**src/rtl/dssa_pkg.sv**
```systemverilog
// shared types and codes for the dual stack shared array block
package dssa_pkg;

   // request operation codes
   typedef enum logic [2:0] {
      OP_PUSH_A = 3'd0,
      OP_POP_A  = 3'd1,
      OP_LIST_A = 3'd2,
      OP_PUSH_B = 3'd3,
      OP_POP_B  = 3'd4,
      OP_LIST_B = 3'd5
   } opcode_type;

   // response status codes
   typedef enum logic [1:0] {
      ST_OK    = 2'd0,
      ST_FULL  = 2'd1,
      ST_EMPTY = 2'd2
   } status_type;

   // decoded operation class
   typedef enum logic [1:0] {
      CLS_NONE = 2'd0,
      CLS_PUSH = 2'd1,
      CLS_POP  = 2'd2,
      CLS_LIST = 2'd3
   } op_class_type;

   // controller to datapath commands
   typedef struct packed {
      logic       capture;
      logic       push;
      logic       pop;
      logic       rd_en;
      logic       list_next;
      logic       load_data;
      logic       load_err;
      status_type err_status;
   } dp_cmd_type;

   // datapath to controller status
   typedef struct packed {
      op_class_type op_class;
      logic         full;
      logic         sel_empty;
      logic         last;
   } dp_stat_type;

endpackage

```
**src/rtl/dssa_if.sv**
```systemverilog
// request and response channel interfaces for the dual stack shared array block

interface dssa_req_if;
   logic               valid;
   logic               ready;
   logic [2:0]         opcode;
   logic signed [31:0] push_value;

   modport source (output valid, output opcode, output push_value, input ready);
   modport sink   (input valid, input opcode, input push_value, output ready);
endinterface

interface dssa_rsp_if;
   logic               valid;
   logic               ready;
   logic [1:0]         status;
   logic signed [31:0] data_value;
   logic               last;

   modport source (output valid, output status, output data_value, output last, input ready);
   modport sink   (input valid, input status, input data_value, input last, output ready);
endinterface

```
**src/rtl/dual_stack_shared_array_core.sv**
```systemverilog
// a taken request is decoded in S_DECODE; a push or error response is then sent from S_SEND,
// while a pop or list entry passes S_READ (registered store read) first; each further list
// entry returns through S_READ once the previous is taken; an unused opcode gets no response
// one request at a time: ready is back only after the final response; rsp_ready can stall it
// reset: synchronous, both stacks empty; store contents stay undefined, no clearing pass
// top level of the dual stack shared array block
module dual_stack_shared_array_core #(
   parameter int DEPTH = 8
) (
   input logic        clock,
   input logic        reset,
   dssa_req_if.sink   req_ch,
   dssa_rsp_if.source rsp_ch
);
   import dssa_pkg::*;

   dp_cmd_type  cmd;
   dp_stat_type st;

   // sequencer
   dssa_controller u_ctrl (
      .clock     (clock),
      .reset     (reset),
      .req_valid (req_ch.valid),
      .req_ready (req_ch.ready),
      .rsp_valid (rsp_ch.valid),
      .rsp_ready (rsp_ch.ready),
      .st        (st),
      .cmd       (cmd)
   );

   // counters, store and response registers
   dssa_datapath #(
      .DEPTH (DEPTH)
   ) u_dp (
      .clock          (clock),
      .reset          (reset),
      .cmd            (cmd),
      .st             (st),
      .req_opcode     (req_ch.opcode),
      .req_push_value (req_ch.push_value),
      .rsp_status     (rsp_ch.status),
      .rsp_data_value (rsp_ch.data_value),
      .rsp_last       (rsp_ch.last)
   );

endmodule

```
**src/rtl/dssa_datapath.sv**
```systemverilog
// stack counters, entry memory and response registers
module dssa_datapath #(
   parameter int DEPTH = 8
) (
   input  logic                 clock,
   input  logic                 reset,
   input  dssa_pkg::dp_cmd_type cmd,
   output dssa_pkg::dp_stat_type st,
   input  logic [2:0]           req_opcode,
   input  logic signed [31:0]   req_push_value,
   output logic [1:0]           rsp_status,
   output logic signed [31:0]   rsp_data_value,
   output logic                 rsp_last
);
   import dssa_pkg::*;

   localparam int CW = $clog2(DEPTH + 1);
   localparam int AW = $clog2(DEPTH);
   localparam logic [CW-1:0] DEPTH_C = CW'(DEPTH);
   localparam logic [CW-1:0] ONE_C   = CW'(1);

   logic [CW-1:0]      count_a_ff, count_a_in;
   logic [CW-1:0]      count_b_ff, count_b_in;
   logic [CW-1:0]      idx_ff;
   logic [2:0]         op_ff;
   logic signed [31:0] value_ff;
   logic [31:0]        mem [DEPTH];
   logic [31:0]        rd_data_ff;
   logic [1:0]         status_ff;
   logic signed [31:0] data_ff;
   logic               last_ff;

   op_class_type  op_class;
   logic          sel_b;
   logic [CW-1:0] count_sel;
   logic [CW-1:0] k_rd;
   logic [CW-1:0] rd_addr;
   logic [CW-1:0] wr_addr;
   logic [CW:0]   fill;

   // decode the captured operation
   always_comb begin
      op_class = CLS_NONE;
      sel_b    = 1'b0;
      case (op_ff)
         OP_PUSH_A: op_class = CLS_PUSH;
         OP_POP_A:  op_class = CLS_POP;
         OP_LIST_A: op_class = CLS_LIST;
         OP_PUSH_B: begin
            op_class = CLS_PUSH;
            sel_b    = 1'b1;
         end
         OP_POP_B: begin
            op_class = CLS_POP;
            sel_b    = 1'b1;
         end
         OP_LIST_B: begin
            op_class = CLS_LIST;
            sel_b    = 1'b1;
         end
         default: begin
            op_class = CLS_NONE;
            sel_b    = 1'b0;
         end
      endcase
   end

   // address and occupancy arithmetic
   assign count_sel = sel_b ? count_b_ff : count_a_ff;
   assign k_rd      = cmd.list_next ? idx_ff + ONE_C : '0;
   assign rd_addr   = sel_b ? DEPTH_C - count_b_ff + k_rd : count_a_ff - ONE_C - k_rd;
   assign wr_addr   = sel_b ? DEPTH_C - ONE_C - count_b_ff : count_a_ff;
   assign fill      = {1'b0, count_a_ff} + {1'b0, count_b_ff};

   assign st.op_class  = op_class;
   assign st.full      = fill >= {1'b0, DEPTH_C};
   assign st.sel_empty = count_sel == '0;
   assign st.last      = last_ff;

   // next counter values
   always_comb begin
      count_a_in = count_a_ff;
      count_b_in = count_b_ff;
      if (cmd.push) begin
         if (sel_b) count_b_in = count_b_ff + ONE_C;
         else       count_a_in = count_a_ff + ONE_C;
      end else if (cmd.pop) begin
         if (sel_b) count_b_in = count_b_ff - ONE_C;
         else       count_a_in = count_a_ff - ONE_C;
      end
   end

   // stack counters
   always_ff @(posedge clock) begin
      if (reset) begin
         count_a_ff <= '0;
         count_b_ff <= '0;
      end else begin
         count_a_ff <= count_a_in;
         count_b_ff <= count_b_in;
      end
   end

   // captured request and list index
   always_ff @(posedge clock) begin
      if (cmd.capture) begin
         op_ff    <= req_opcode;
         value_ff <= req_push_value;
      end
      if (cmd.rd_en) idx_ff <= k_rd;
   end

   // entry memory with registered read
   always_ff @(posedge clock) begin
      if (cmd.push) mem[wr_addr[AW-1:0]] <= value_ff;
      if (cmd.rd_en) rd_data_ff <= mem[rd_addr[AW-1:0]];
   end

   // response registers
   always_ff @(posedge clock) begin
      if (cmd.push) begin
         status_ff <= ST_OK;
         data_ff   <= '0;
         last_ff   <= 1'b1;
      end else if (cmd.load_err) begin
         status_ff <= cmd.err_status;
         data_ff   <= '0;
         last_ff   <= 1'b1;
      end else if (cmd.load_data) begin
         status_ff <= ST_OK;
         data_ff   <= rd_data_ff;
         last_ff   <= (op_class == CLS_POP) || (idx_ff + ONE_C == count_sel);
      end
   end

   assign rsp_status     = status_ff;
   assign rsp_data_value = data_ff;
   assign rsp_last       = last_ff;

endmodule

```
**src/rtl/dssa_controller.sv**
```systemverilog
// request sequencer for the dual stack shared array block
module dssa_controller (
   input  logic                  clock,
   input  logic                  reset,
   input  logic                  req_valid,
   output logic                  req_ready,
   output logic                  rsp_valid,
   input  logic                  rsp_ready,
   input  dssa_pkg::dp_stat_type st,
   output dssa_pkg::dp_cmd_type  cmd
);
   import dssa_pkg::*;

   typedef enum logic [1:0] {
      S_IDLE,
      S_DECODE,
      S_READ,
      S_SEND
   } state_type;

   state_type state_ff;
   logic      ready_ff;
   logic      valid_ff;
   logic      is_push;
   logic      is_read_op;
   logic      more_list;

   assign is_push    = st.op_class == CLS_PUSH;
   assign is_read_op = (st.op_class == CLS_POP) || (st.op_class == CLS_LIST);
   assign more_list  = (st.op_class == CLS_LIST) && !st.last;

   // datapath commands per state
   always_comb begin
      cmd = '0;
      cmd.err_status = ST_EMPTY;
      case (state_ff)
         S_IDLE: cmd.capture = ready_ff && req_valid;
         S_DECODE: begin
            cmd.push       = is_push && !st.full;
            cmd.load_err   = (is_push && st.full) || (is_read_op && st.sel_empty);
            cmd.err_status = is_push ? ST_FULL : ST_EMPTY;
            cmd.rd_en      = is_read_op && !st.sel_empty;
            cmd.pop        = (st.op_class == CLS_POP) && !st.sel_empty;
         end
         S_READ: cmd.load_data = 1'b1;
         S_SEND: begin
            cmd.rd_en     = rsp_ready && more_list;
            cmd.list_next = rsp_ready && more_list;
         end
         default: cmd = '0;
      endcase
   end

   // state and handshake registers
   always_ff @(posedge clock) begin
      if (reset) begin
         state_ff <= S_IDLE;
         ready_ff <= 1'b0;
         valid_ff <= 1'b0;
      end else begin
         case (state_ff)
            S_IDLE: begin
               if (ready_ff && req_valid) begin
                  state_ff <= S_DECODE;
                  ready_ff <= 1'b0;
               end else begin
                  ready_ff <= 1'b1;
               end
            end
            S_DECODE: begin
               if (st.op_class == CLS_NONE) begin
                  state_ff <= S_IDLE;
               end else if (is_push || st.sel_empty) begin
                  state_ff <= S_SEND;
                  valid_ff <= 1'b1;
               end else begin
                  state_ff <= S_READ;
               end
            end
            S_READ: begin
               state_ff <= S_SEND;
               valid_ff <= 1'b1;
            end
            S_SEND: begin
               if (rsp_ready) begin
                  valid_ff <= 1'b0;
                  state_ff <= more_list ? S_READ : S_IDLE;
               end
            end
            default: begin
               state_ff <= S_IDLE;
               ready_ff <= 1'b0;
               valid_ff <= 1'b0;
            end
         endcase
      end
   end

   assign req_ready = ready_ff;
   assign rsp_valid = valid_ff;

endmodule

```
**src/flat_wrapper.sv**
```systemverilog
// flat-port wrapper written by rule: the top's interface ports become plain ports
module dual_stack_shared_array_core_flat import dssa_pkg::*;
#(
   parameter int DEPTH = 8
)
  (clock, reset, req_ch_valid, req_ch_opcode, req_ch_push_value, req_ch_ready, rsp_ch_valid, rsp_ch_status, rsp_ch_data_value, rsp_ch_last, rsp_ch_ready);
  dssa_req_if req_ch_i ();
  dssa_rsp_if rsp_ch_i ();
  input logic clock;
  input logic reset;
  input wire logic [$bits(req_ch_i.valid)-1:0] req_ch_valid;
  input wire logic [$bits(req_ch_i.opcode)-1:0] req_ch_opcode;
  input wire logic [$bits(req_ch_i.push_value)-1:0] req_ch_push_value;
  output wire logic [$bits(req_ch_i.ready)-1:0] req_ch_ready;
  output wire logic [$bits(rsp_ch_i.valid)-1:0] rsp_ch_valid;
  output wire logic [$bits(rsp_ch_i.status)-1:0] rsp_ch_status;
  output wire logic [$bits(rsp_ch_i.data_value)-1:0] rsp_ch_data_value;
  output wire logic [$bits(rsp_ch_i.last)-1:0] rsp_ch_last;
  input wire logic [$bits(rsp_ch_i.ready)-1:0] rsp_ch_ready;
  assign req_ch_i.valid = req_ch_valid;
  assign req_ch_i.opcode = req_ch_opcode;
  assign req_ch_i.push_value = req_ch_push_value;
  assign req_ch_ready = req_ch_i.ready;
  assign rsp_ch_valid = rsp_ch_i.valid;
  assign rsp_ch_status = rsp_ch_i.status;
  assign rsp_ch_data_value = rsp_ch_i.data_value;
  assign rsp_ch_last = rsp_ch_i.last;
  assign rsp_ch_i.ready = rsp_ch_ready;
  dual_stack_shared_array_core #(.DEPTH(DEPTH)) u_core (.clock(clock), .reset(reset), .req_ch(req_ch_i), .rsp_ch(rsp_ch_i));
endmodule
```
**config.mk**
```make
export PLATFORM = sky130hd
export DESIGN_NAME = dual_stack_shared_array_core_flat
export DESIGN_NICKNAME = d
export VERILOG_FILES = /design/src/rtl/dssa_pkg.sv /design/src/rtl/dssa_if.sv /design/src/rtl/dual_stack_shared_array_core.sv /design/src/rtl/dssa_datapath.sv /design/src/rtl/dssa_controller.sv /design/src/flat_wrapper.sv
export SDC_FILE = /design/constraint.sdc
export NUM_CORES = 1
export LEC_CHECK = 0
export ABC_AREA = 0
export BUFFER_PORTS_ARGS = -buffer_cell sky130_fd_sc_hd__buf_2
export CORE_ASPECT_RATIO = 0.6
export CORE_MARGIN = 2
export CORE_UTILIZATION = 60
export DETAILED_ROUTE_END_ITERATION = 8
export GPL_TIMING_DRIVEN = 1
export PLACE_DENSITY = 0.83
export SKIP_CTS_REPAIR_TIMING = 1
export SYNTH_ARGS = -nofsm -noshare
export SYNTH_HDL_FRONTEND = slang
export SYNTH_SLANG_ARGS = --single-unit
export TNS_END_PERCENT = 20
```
**constraint.sdc**
```tcl
create_clock -name clock -period 5 [get_ports clock]
set_clock_uncertainty 0.1 [all_clocks]
set_input_delay 0.25 -clock clock [delete_from_list [all_inputs] [get_ports clock]]
set_output_delay 0.25 -clock clock [all_outputs]
set_load 0.005 [all_outputs]
```
# Word level (Yosys, flattened, before mapping)
# Memories as Yosys holds them, arrays and structs flattened. A register that Yosys moved wholly into a read port is not among the register bits.
# Index checks and enable logic that the tools add are counted.
[classes] muxes=36 n_eq_ne=20 magnitude_cmp=1 addsub=10 n_reduce_logical=31
[ops] operator="4-bit two-way mux" n=10
[ops] operator="2-bit two-way mux" n=8
[ops] operator="2-bit inequality test (second input constant)" n=8
[ops] operator="4-bit by 1-bit adder with 4-bit output (second input constant)" n=3
[ops] operator="1-bit two-way mux" n=11
[ops] operator="3-bit two-way mux" n=3
[ops] operator="2-bit == test (second input constant)" n=4
[ops] operator="1-bit logical AND" n=8
[ops] operator="2-bit one-hot mux with 4 select lines" n=1
[ops] operator="2-bit OR reduction" n=4
[ops] operator="4-bit by 1-bit subtractor with 4-bit output (second input constant)" n=2
[ops] operator="3-bit by 2-bit == test with 1-bit output (second input constant)" n=2
[ops] operator="3-bit == test (second input constant)" n=2
[ops] operator="2-bit one-hot mux with 3 select lines" n=1
[ops] operator="3-bit AND reduction" n=2
[ops] operator="4-bit by 4-bit adder with 5-bit output" n=1
[ops] operator="5-bit by 4-bit >= comparator with 1-bit output (second input constant)" n=1
[ops] operator="2-bit by 1-bit == test with 1-bit output (second input constant)" n=2
[ops] operator="4-bit == test" n=1
[ops] operator="2-bit zero test" n=2
[ops] operator="4-bit zero test" n=1
[ops] operator="1-bit logical OR" n=4
[ops] operator="4-bit AND reduction" n=1
[ops] operator="2-bit nonzero test" n=2
[ops] operator="12 further kinds" n=14
[word_totals] ramBits=256 in_bits=39 n_memories=1 out_inout_bits=37 regBits=86
[memory_table] name="u_core.u_dp.mem" words=8 word_bits=32 read_ports=1 rd_ports_with_merged_regs=1 write_ports=1 line_no="dssa_datapath.sv:27" source="logic [31:0] mem [DEPTH];"

# Longest topological paths before layout
[logic_depth] word_depth=10 depth_mapped=15 mapped_depth_nobuf=13

# Modules after synthesis
# Synthesis repeated with hierarchy kept, for this count alone.
[hier_totals] cells_unflattened=1055 hier_area_um2=14789.2
[by_module_without_submodules] module="dssa_datapath" n_inst=1 seq_area_each_um2=10680.2 area_per_inst_um2=14515.2 cells_each=1020
[by_module_without_submodules] module="dssa_controller" n_inst=1 seq_area_each_um2=80.1 area_per_inst_um2=274.0 cells_each=35

# Worst setup path before layout
# No wires, ideal clock.
[synth_timing] kind="register -> register" from="register u_core.u_dp.op_ff[2]" to="register u_core.u_dp.idx_ff[0], enable pin" stages_incl_launch_ff=8 setup_ns=0.479 t_arrival_ns=3.967 path_slack_ns=0.454 synth_period_minus_slack_ns=4.546 required_ns=4.421 path_cell_list="edfxtp_1 > buf_6 > and3b_1 > buf_2 > nor3_1 > o22ai_1 > nor2_1 > o21ai_0"
[synth_rtl] element="start: declaration" line_no="dssa_datapath.sv:25" source="logic [2:0] op_ff;"
[synth_rtl] element="start signal: assignment" line_no="dssa_datapath.sv:107" source="op_ff <= req_opcode;"
[synth_rtl] element="end signal: assignment" line_no="dssa_datapath.sv:110" source="if (cmd.rd_en) idx_ff <= k_rd;"
[synth_rtl] element="end: declaration" line_no="dssa_datapath.sv:24" source="logic [CW-1:0] idx_ff;"

# Worst setup path in the final report
[layout_timing] from="register u_core.u_dp.op_ff[2]" to="register u_core.u_dp.rd_data_ff[28] (read register of u_core.u_dp.mem), data pin"
[layout_via] elab_chain_cells=10 elab_cells_between_ends=27
[layout_lines] element="3-bit == test, or another cell as far along" line_no="dssa_datapath.sv:45" source="case (op_ff)"
[layout_lines] element="2-bit OR reduction (no source line)"
[layout_lines] element="2-bit one-hot mux with 3 select lines (*)" line_no="dssa_datapath.sv:45"
[layout_lines] element="2-bit == test (*)" line_no="dssa_controller.sv:30" source="assign more_list = (st.op_class == CLS_LIST) && !st.last;"
[layout_lines] element="1-bit logical AND (*)" line_no="dssa_controller.sv:30"
[layout_lines] element="1-bit logical AND (*)" line_no="dssa_controller.sv:48" source="cmd.list_next = rsp_ready && more_list;"
[layout_lines] element="1-bit two-way mux (*)" line_no="dssa_controller.sv:36" source="case (state_ff)"
[layout_lines] element="4-bit two-way mux (*)" line_no="dssa_datapath.sv:70" source="assign k_rd = cmd.list_next ? idx_ff + ONE_C : '0;"
[layout_lines] element="via u_core.u_dp.k_rd[0]" line_no="dssa_datapath.sv:36" source="logic [CW-1:0] k_rd;"
[layout_lines] element="3-bit subtractor / 3-bit adder (equally long branches)" line_no="dssa_datapath.sv:71" source="assign rd_addr = sel_b ? DEPTH_C - count_b_ff + k_rd : count_a_ff - ONE_C - k_rd;"
[layout_lines] element="3-bit two-way mux (*)" line_no="dssa_datapath.sv:71"
[layout_lines] element="end: declaration" line_no="dssa_datapath.sv:28" source="logic [31:0] rd_data_ff;"
# The timed path passes the listed nets; every way through them passes the cells marked *.
# A chain may end at the register's enable or synchronous reset.

==> metrics.yaml <==
critical_path:
  critPathRequiredTime_ns: 5.18
  path_max_fanout: 17
  path_cells: "or3b_1 > a21oi_2 > nand3_2 > or2_2 > inv_1 > ha_1 > fa_1 > xnor2_1 > xnor2_1 > nor2_1 > a21oi_1 > xnor2_4 > buf_4 > mux2_4"
  rrSetupSlack_ns: 0.41
  crit_slowest_cell: "xnor2_4"
  crit_buf_inv: 2
  cp.arrival_ns: 4.77
  critical-path-top-delay-family: "simple AND/OR/NAND/NOR gates"
  crit_top_cell: "xnor2_1"
  max_stage_delay_ns: 0.84
  startpoint_type: "flip-flop"
  path_class: "reg -> reg"
  critPathCaptureType: "flip-flop"
worst_hold_path:
  hp-class: "in -> reg"
sta:
  fmaxAchievable_mhz: 218
  fin_crit_sh: 0.918
  layout_min_cycle_time_ns: 4.59
  rsz0062_at_grt: "no"
  setup_viol: 0
  relSlewSlack: 0.316
  setup_tns_ns: 0
  worst_slew_pin_slew_ns: 1.03
  finalWorstSetupSlack_ns: 0.409
  maxSlewViolCount: 0
  hold_viol_final: 0
synthesis:
  yosys-top-cells-area: "edfxtp_1, dfxtp_1, o22ai_1"
  synthesis.area_um2: 14200
  ys_ff_latch: 374
  seq_area_frac_synth: 0.757
  ys_types: 57
  synth_edf_count: 327
  synthTopCellsByCount: "edfxtp_1, o22ai_1, nor2_1, nand2_1"
  avgSynthCellArea_um2: 15.4
  syn_nets: 977
  yosysTopAreaCell: "edfxtp_1"
  synth_flop_cell: "edfxtp_1"
  syn_inst: 923
  synth_warnings: 0
  netlist.area_leader.share: 0.691
  synth-async-reset-ratio: 0
  yosysMostFrequentCell: "edfxtp_1"
detailed_routing:
  viasPerCell: 5.97
  ant_nets: 0
  routed_wl_mm: 30.2
  vias: 8269
  wl_per_cell_um: 21.8
  drc: 0
  dr.pass1.iters: 8
  drt_iter0_drc: 791
placed_design:
  dp_cells: 1287
  placed_cell_area_um2: 15100
  dp_hpwl_mm: 16.8
  numPortBuffers: 75
  place_congestion: 0.827
  place_ws_ns: 0.506
grt:
  grt_max_degree: 65
  first_global_vias: 7996
  antenna_found_initial: 0
  gr-total-overflow: 0
  grt_pass1_wl_mm: 45.2
  grtUsageTotal: 0.244
pwr:
  power-per-cell-area_nw_per_um2: 446
  leakagePower_nw: 5.68
  ir_worst_vdd_uv: 227
clocking:
  cts_num_sinks: 374
  numCtsBuffers: 34
  root_buffer: "clkbuf_16"
  htree_levels: 2
  cts_tree: "built"
  path_clk_slew_ns: 0.06
  cts.path.max_buffers: 3
  clkLatencyLatePin_ns: 0.53
floorplanning:
  num_rows: 43
  initial_core_util: 0.613
  die-area_um2: 25000
  die_x_um: 203
  die_h_um: 123
  coreArea_um2: 23200
  pin_count: 76
final_layout:
  drive_gt1_frac: 0.194
  fin_cells: 1386
  area_delta_synth_final_pct: 15.8
  final_cell_area_um2: 16500
  finalNetCount: 1099
  antenna_cells: 0
flow_run:
  maxCapViolCount: 0
outcome:
  outcome: "finished clean"
[worst reg2reg max path, stage by stage, from the launching register on]
cell and delay [ns]:
edfxtp_1 0.55, or3b_1 0.49, a21oi_2 0.19, nand3_2 0.20, or2_2 0.36, inv_1 0.10, ha_1 0.18, fa_1 0.19
xnor2_1 0.14, xnor2_1 0.09, nor2_1 0.09, a21oi_1 0.11, xnor2_4 0.84, buf_4 0.39, mux2_4 0.33
[report_power, final]
group	internal (mW)	switching [mW]	total (mW)
Clock	1.31	1.13	2.43
Sequential	3.65	0.142	3.79
Combinational	0.504	0.606	1.11
[layer usage]
| metal | GRT usage | wire length, um | up-vias |
|---|---|---|---|
| li1 | - | - | 3790 |
| met4 | 0.0744 | 471 | 0 |
| met3 | 0.0496 | 2410 | 48 |
| met5 | 0 | 0 | - |
| met1 | 0.348 | 13300 | 4067 |
| met2 | 0.387 | 14100 | 364 |
[metrics by stage]
stage | hold slack (ns) | power (mW) | util
detailed placement | 0.328 | 4.94 | 0.650
CTS | -0.232 | 7.34 | 0.694
global route | 0.0399 | 7.61 | 0.710
global placement | 0.326 | 4.89 | 0.650
floorplan | 0.249 | 4.55 | -
finish | 0.0248 | 7.34 | 0.710
[cells in the final DEF (no fill, tap or decap), types with 4 or more instances in the layout]
cell           instances
nor2_1                83
nor2_4                 9
ha_1                  11
fa_1                   4
nand3_1                4
mux2_4                30
nand2_1               76
buf_2                 75
a21oi_1               46
mux2_1                 4
a21o_1                 4
clkbuf_16             35
nor3_1                 7
dfxtp_1               47
dlygate4sd3_1         37
o22ai_1              131
or2_2                  4
clkbuf_1              10
buf_4                 20
clkinv_2               6
a31oi_1                4
xnor2_1               11
clkinv_1               7
nand2b_1               6
inv_1                  9
o21ai_0                4
nor2b_1                5
edfxtp_1             327
[flip-flops by register name, indices dropped and copies added (netlist names)]
name / flops
u_core.u_dp.count_a_ff: 4
u_core.u_dp.rsp_data_value: 32
u_core.u_dp.rsp_last: 1
u_core.u_dp.rd_data_ff: 32
u_core.u_ctrl.req_ready: 1
u_core.u_ctrl.state_ff: 2
u_core.u_dp.idx_ff: 4
u_core.u_dp.value_ff: 32
u_core.u_dp.count_b_ff: 4
u_core.u_dp.mem: 256
u_core.u_dp.rsp_status: 2
u_core.u_ctrl.rsp_valid: 1
u_core.u_dp.op_ff: 3
[final cells by class]
class,instances,area [um2]
clock buffer,45,913
inverter,10,37.5
tap,315,394
fill,1422,6730
multi-input combinational,491,3310
timing repair buffer,134,936
clock inverter,17,109
sequential,374,10800
[cell families after synthesis]
group                      after synthesis  share of synthesized area
DFF                                    374                      0.757
xor gates and xnor gates                15                    0.00977
muxes                                   38                     0.0379
AOI/OAI and AO/OA                      207                     0.0934
and+or+nand+nor                        216                     0.0671
buffers and inverters                   58                     0.0195
adders and majority gates               15                     0.0153
[worst paths after layout]
path | start | to | depth (start not counted)
hold / removal | reset | u_core.u_dp.count_a_ff[0] | 2
setup reg to reg | u_core.u_dp.op_ff[2] | u_core.u_dp.rd_data_ff[28] | 14
setup / recovery | u_core.u_dp.op_ff[2] | u_core.u_dp.rd_data_ff[28] | 14
hold reg to reg | u_core.u_dp.rsp_data_value[10] | u_core.u_dp.rsp_data_value[10] | 2
No activity file was read; power rests on OpenSTA's default activity.
